## config.mk

```make
export PLATFORM = sky130hd
export DESIGN_NAME = rle_digit_count_encoder_core
export DESIGN_NICKNAME = d
export VERILOG_FILES = /design/src/sv/rle_dc_pkg.sv /design/src/sv/rle_digit_count_encoder_core.sv /design/src/sv/rle_dc_coder.sv
export SDC_FILE = /design/constraint.sdc
export NUM_CORES = 1
export LEC_CHECK = 0
export BUFFER_PORTS_ARGS = -buffer_cell sky130_fd_sc_hd__buf_2
export CORE_AREA = 4 4 83 85
export DETAILED_ROUTE_END_ITERATION = 10
export DIE_AREA = 0 0 87 89
export GPL_TIMING_DRIVEN = 0
export PLACE_DENSITY = 0.72
export SYNTH_ARGS = -nofsm -noshare
export SYNTH_HDL_FRONTEND = slang
export SYNTH_SLANG_ARGS = --single-unit
```

## constraint.sdc

```tcl
create_clock -name clk -period 8.6 [get_ports clk]
set_input_delay 1.72 -clock clk [delete_from_list [all_inputs] [get_ports clk]]
set_output_delay 1.72 -clock clk [all_outputs]
set_load 0.05 [all_outputs]
```

## src/sv/rle_dc_pkg.sv

```systemverilog
`timescale 1ns / 1ps
// ----------------------------------------------------------------------------
// rle_dc_pkg
// shared types and constants of the digit-count run-length encoder
// ----------------------------------------------------------------------------
package rle_dc_pkg;

    localparam int BYTE_W    = 8;
    localparam int COUNT_W   = 4;
    localparam int MAX_CODES = 4;
    localparam int NCODE_W   = 3;   // holds 0..MAX_CODES

    localparam logic [COUNT_W-1:0] RUN_MAX    = 4'd9;
    localparam logic [BYTE_W-1:0]  DIGIT_ZERO = 8'h30;

    typedef struct packed {
        logic [BYTE_W-1:0] value;
        logic              last;
    } code_t;

    typedef struct packed {
        logic [BYTE_W-1:0]  run_val;
        logic [COUNT_W-1:0] run_count;
        logic               run_open;
    } run_state_t;

endpackage

```

## src/sv/rle_digit_count_encoder_core.sv

```systemverilog
`timescale 1ns / 1ps
// ----------------------------------------------------------------------------
// rle_digit_count_encoder_core
// run-length encoder with single-digit counts on byte streams
// ----------------------------------------------------------------------------
// offer: the first code byte of an input transfer is offered in the cycle after it
// throughput: one input transfer per cycle while it causes no code bytes; an input
//   causing code bytes (up to four) holds the input side until the last of them
//   leaves the code buffer through the byte-wide output
// reset: clears the run state (no run open) and empties the code buffer
// ----------------------------------------------------------------------------
module rle_digit_count_encoder_core (
    input  logic       clk,
    input  logic       rst_n,
    // input stream
    input  logic       in_tvalid,
    output logic       in_tready,
    input  logic [7:0] in_tdata,   // [7:0] in_byte
    input  logic       in_tlast,   // in_last
    // output stream
    output logic       out_tvalid,
    input  logic       out_tready,
    output logic [7:0] out_tdata,  // [7:0] out_byte
    output logic       out_tlast   // out_last
);
    import rle_dc_pkg::*;

    // run state carried between input transfers
    run_state_t run_reg;
    run_state_t run_next;

    // code buffer: entry 0 is the byte on offer, shifts down on each output transfer
    code_t [MAX_CODES-1:0]  codes_reg;
    code_t [MAX_CODES-1:0]  codes_new;
    logic [NCODE_W-1:0]     n_new;
    logic [NCODE_W-1:0]     rem_reg;

    logic in_xfer;
    logic out_xfer;

    // encoding of one input byte against the open run
    rle_dc_coder u_coder (
        .cur     (run_reg),
        .in_byte (in_tdata),
        .in_last (in_tlast),
        .nxt     (run_next),
        .codes   (codes_new),
        .n_codes (n_new)
    );

    assign out_tvalid = (rem_reg != '0);
    assign out_tdata  = codes_reg[0].value;
    assign out_tlast  = codes_reg[0].last;
    assign out_xfer   = out_tvalid && out_tready;

    // take the next byte once the buffer is empty or its final code leaves now
    assign in_tready  = (rem_reg == '0) || ((rem_reg == NCODE_W'(1)) && out_tready);
    assign in_xfer    = in_tvalid && in_tready;

    // control: run state and buffer fill
    always_ff @(posedge clk or negedge rst_n)
    begin
        if (!rst_n)
        begin
            run_reg <= '0;
            rem_reg <= '0;
        end
        else
        begin
            if (in_xfer)
            begin
                run_reg <= run_next;
                rem_reg <= n_new;
            end
            else if (out_xfer)
            begin
                rem_reg <= rem_reg - NCODE_W'(1);
            end
        end
    end

    // payload: code bytes, loaded on input transfer, shifted on output transfer
    always_ff @(posedge clk)
    begin
        if (in_xfer)
        begin
            codes_reg <= codes_new;
        end
        else if (out_xfer)
        begin
            for (int i = 0; i < MAX_CODES - 1; i++)
                codes_reg[i] <= codes_reg[i+1];
            codes_reg[MAX_CODES-1] <= '0;
        end
    end

endmodule

```

## src/sv/rle_dc_coder.sv

```systemverilog
`timescale 1ns / 1ps
// ----------------------------------------------------------------------------
// rle_dc_coder
// next run state and the code bytes caused by one input byte
// ----------------------------------------------------------------------------
module rle_dc_coder (
    input  rle_dc_pkg::run_state_t                          cur,
    input  logic [rle_dc_pkg::BYTE_W-1:0]                   in_byte,
    input  logic                                            in_last,
    output rle_dc_pkg::run_state_t                          nxt,
    output rle_dc_pkg::code_t [rle_dc_pkg::MAX_CODES-1:0]   codes,
    output logic [rle_dc_pkg::NCODE_W-1:0]                  n_codes
);
    import rle_dc_pkg::*;

    code_t      a_codes [3];
    code_t      f_codes [3];
    logic [1:0] a_n;
    logic [1:0] f_n;
    run_state_t st1;
    logic [2:0] j;
    logic [COUNT_W-1:0] dig;

    // digit byte for a run count, clamped to nine
    function automatic logic [BYTE_W-1:0] digit_of(input logic [COUNT_W-1:0] c);
        logic [COUNT_W-1:0] cc;
        cc = (c > RUN_MAX) ? RUN_MAX : c;
        return DIGIT_ZERO + {{(BYTE_W-COUNT_W){1'b0}}, cc};
    endfunction

    always_comb
    begin
        a_codes = '{default: '0};
        f_codes = '{default: '0};
        a_n     = 2'd0;
        f_n     = 2'd0;
        st1     = cur;
        dig     = RUN_MAX;

        // continue, split or close the open run
        if (cur.run_open && in_byte == cur.run_val)
        begin
            if (cur.run_count >= RUN_MAX)
            begin
                a_codes[0] = '{value: cur.run_val, last: 1'b0};
                a_codes[1] = '{value: cur.run_val, last: 1'b0};
                a_codes[2] = '{value: digit_of(RUN_MAX), last: 1'b0};
                a_n        = 2'd3;
                st1.run_count = 4'd1;
            end
            else
            begin
                st1.run_count = cur.run_count + 4'd1;
            end
        end
        else
        begin
            if (cur.run_open)
            begin
                if (cur.run_count <= 4'd1)
                begin
                    a_codes[0] = '{value: cur.run_val, last: 1'b0};
                    a_n        = 2'd1;
                end
                else
                begin
                    a_codes[0] = '{value: cur.run_val, last: 1'b0};
                    a_codes[1] = '{value: cur.run_val, last: 1'b0};
                    a_codes[2] = '{value: digit_of(cur.run_count), last: 1'b0};
                    a_n        = 2'd3;
                end
            end
            st1.run_val   = in_byte;
            st1.run_count = 4'd1;
            st1.run_open  = 1'b1;
        end

        // end of string: flush what is open
        if (in_last)
        begin
            dig = st1.run_count;
            if (st1.run_count <= 4'd1)
            begin
                f_codes[0] = '{value: st1.run_val, last: 1'b1};
                f_n        = 2'd1;
            end
            else
            begin
                f_codes[0] = '{value: st1.run_val, last: 1'b0};
                f_codes[1] = '{value: st1.run_val, last: 1'b0};
                f_codes[2] = '{value: digit_of(dig), last: 1'b1};
                f_n        = 2'd3;
            end
        end

        nxt     = in_last ? '0 : st1;
        n_codes = {1'b0, a_n} + {1'b0, f_n};

        // concatenate the two code lists
        for (int i = 0; i < MAX_CODES; i++)
        begin
            j        = 3'(i) - {1'b0, a_n};
            codes[i] = '0;
            if (3'(i) < {1'b0, a_n})
                codes[i] = a_codes[i[1:0]];
            else if (j < {1'b0, f_n})
                codes[i] = f_codes[j[1:0]];
        end
    end

endmodule
```

==> run summary <==
Clk root buf - clkbuf_8
DR pass1 iterations - 5
Mapped Cells - 333
Port buffer count - 23
GR Overflow Total - 0
Rows - 29
Syn Std Cell Area - 3260 µm²
Dpl cells - 433
Critical path arrival - 5.30 ns
Vias in the first global route - 2538
Worst endpoint required time - 8.77 ns
P per Cell Area - 310 nW/µm²
Type of origin of the critical path - input port
Initial DRC Count - 327
Area Growth Syn to Fin - 9.20%
Clock Tree Buf Depth - 2
Post-CTS sizing - 0
Clock Sink Count - 52
I/O pin total - 24
Max VDD drop - 184 µV
Leak pwr - 1.44 nW
Most common cell after layout, fill and taps aside - nand2_1
Metal-1 WL - 3890 µm
Measured slew at the worst slew-check pin - 0.979 ns
Max stage delay on crit path - 0.82 ns
Max reg flops - 27
Post-CTS Setup Repair Bufs - 0
Hpwl dp - 6230 µm
Total power - 0.00111 W
Vias - 2799
Final Cycle Share - 0.597
RSZ-0062 raised after global routing - false
Slew headroom - 0.341
Post-route cell area - 3560 µm²
Yosys warns - 0
H-tree levels - 2
Drt drc - 0
Diodes inserted - 0
Worst Path Class, Setup - input port to flop
FMAX - 195 MHz
Core Area - 6200 µm²
Clock-pin slew on the worst setup and hold paths - 0.10 ns
Die Width - 87 µm
Yosys cell types - 58
Die height - 89 µm
Crit path max-delay cell type - o41ai_1
Hold violation count in the final report - 0
CP cell instances - buf_2, xnor2_1, and4_4, a31oi_4, inv_4, buf_2, nor2_1, ha_1, clkbuf_1, nor2_1, o41ai_1, a221o_1
DRT antenna net count - 0
Routed wl met2 - 4070 µm
Setup violators final - 0
RD Place Congestion - 0.936
Period minus WS final - 5.13 ns
Nets@finish - 389
Layout Cells excl Fill - 441
Worst Setup End Kind - flop
Uppermost layer routed - met4
Layout cells sized above 1 - 0.148
Num CTS Buffers - 5
Most frequent cells in the layout - 49 x nand2_1, 36 x edfxtp_1, 25 x buf_2
Routed len/inst - 19.8 µm
MaxCap Viol Count - 0
Setup TNS - 0 ns
Ys async rst share - 0.308
Final Slew Violations - 0
Outcome - completed
Net count after synthesis - 359
Initial antenna violation count - 0
Global Route Usage Sum - 0.237
CTS Hold Bufs - 0
Commonest register cell after synthesis - edfxtp_1
Met3 wire length - 583 µm
Post-Syn Area per Cell - 9.80 µm²
Vias per Instance - 6.35
Clk_skew - 0.00820 ns
Placed Area - 3480 µm²
Sequential-to-total area share from yosys stat - 0.454
Largest net degree at the start of global routing - 42
Total Wirelength - 8750 µm
Fillers - 545
Post-synth EDFFs - 36
Worst skew pair latency - 0.30 ns
Seq cells post-synth - 52
Initial core utilization - 0.526
WP buf/inv - 4
First-pass GRT wire length - 13800 µm
Die ar. - 7740 µm²
Min-Delay Path Class - flop to flop
Crit-path max FO - 11
CTS tree - done
Family with the most delay on the worst path - compound AO/OA/AOI/OAI gates
==> layer usage <==
metal / vias up / track usage
li1: 1285 / -
met1: 1364 / 0.333
met2: 132 / 0.378
met3: 18 / 0.0350
met4: 0 / 0.0779
met5: - / 0
==> cells in the mapped netlist, types with 2 or more instances <==
cell type  number  area (µm²)
nand2_1        49         184
edfxtp_1       36        1080
nor2_1         20        75.1
a21oi_1        16        80.1
dfrtp_1        16         400
inv_1          15        56.3
clkbuf_1       13        48.8
nand3_1        13        65.1
o31ai_1        13        97.6
ha_1           12         150
and2_1          9        56.3
buf_4           9        67.6
xnor2_1         9        78.8
a21o_1          7        52.6
a221o_1         7        70.1
a22o_1          7        61.3
nand4_1         7        43.8
o21ai_0         7        35.0
nand3b_1        6        45.0
and3_1          4        25.0
nand2b_1        4        25.0
nor3_1          4        20.0
o41ai_1         4        35.0
a2bb2oi_1       3        26.3
buf_1           3        11.3
a31o_2          2        17.5
and4_4          2        22.5
buf_2           2        10.0
nor4b_1         2        17.5
o221ai_1        2        17.5
o22ai_1         2        12.5
or2_2           2        12.5
==> cell type report <==
class	instances	area, µm²	area share
Inverter	16	62.6	0.0176
Multi-Input combinational cell	238	1580	0.444
Clock inverter	2	16.3	0.00456
Clock buffer	6	72.6	0.0204
Buffer	27	138	0.0386
Tap cell	77	96.3	0.0270
Timing Repair Buffer	23	115	0.0323
Sequential cell	52	1480	0.416
==> cells by family after synthesis <==
logic type      after synthesis  synth area share
xor+xnor                      9            0.0241
mux                           2           0.00652
fa+ha+maj                    13            0.0521
buf+inv                      43            0.0613
compound gates               86             0.202
simple gates                128             0.200
flops                        52             0.454
==> power by group <==
part           internal, W  switching (W)  total (W)
registers         0.000369      0.0000401   0.000409
logic             0.000184       0.000371   0.000555
clock network    0.0000581      0.0000834   0.000142
total             0.000611       0.000495    0.00111
==> worst paths after layout <==
kind                                        startpoint                      end  slack, ns  depth (start not counted)
worst min-delay path            rem_reg[1]$_DFFE_PN0P_   rem_reg[1]$_DFFE_PN0P_       0.50                          1
worst min register to register  rem_reg[1]$_DFFE_PN0P_   rem_reg[1]$_DFFE_PN0P_       0.50                          1
max in group asynchronous                        rst_n  run_reg[11]$_DFFE_PN0P_       6.94                          1
worst max-delay path                       in_tdata[7]  codes_reg[21]$_DFFE_PP_       3.47                         12
min in group asynchronous                        rst_n   run_reg[5]$_DFFE_PN0P_       1.34                          1
worst max register to register  run_reg[2]$_DFFE_PN0P_  codes_reg[21]$_DFFE_PP_       4.24                         11
==> through the flow <==
stage	hold WS (ns)	utilization	worst slack, ns
floorplan	0.464	-	4.28
global placement	0.477	0.560	3.24
detailed placement	0.481	0.560	3.30
CTS	0.502	0.575	3.63
global route	0.523	0.575	3.34
finish	0.499	0.575	3.47
(Power assumes the default switching activity.)
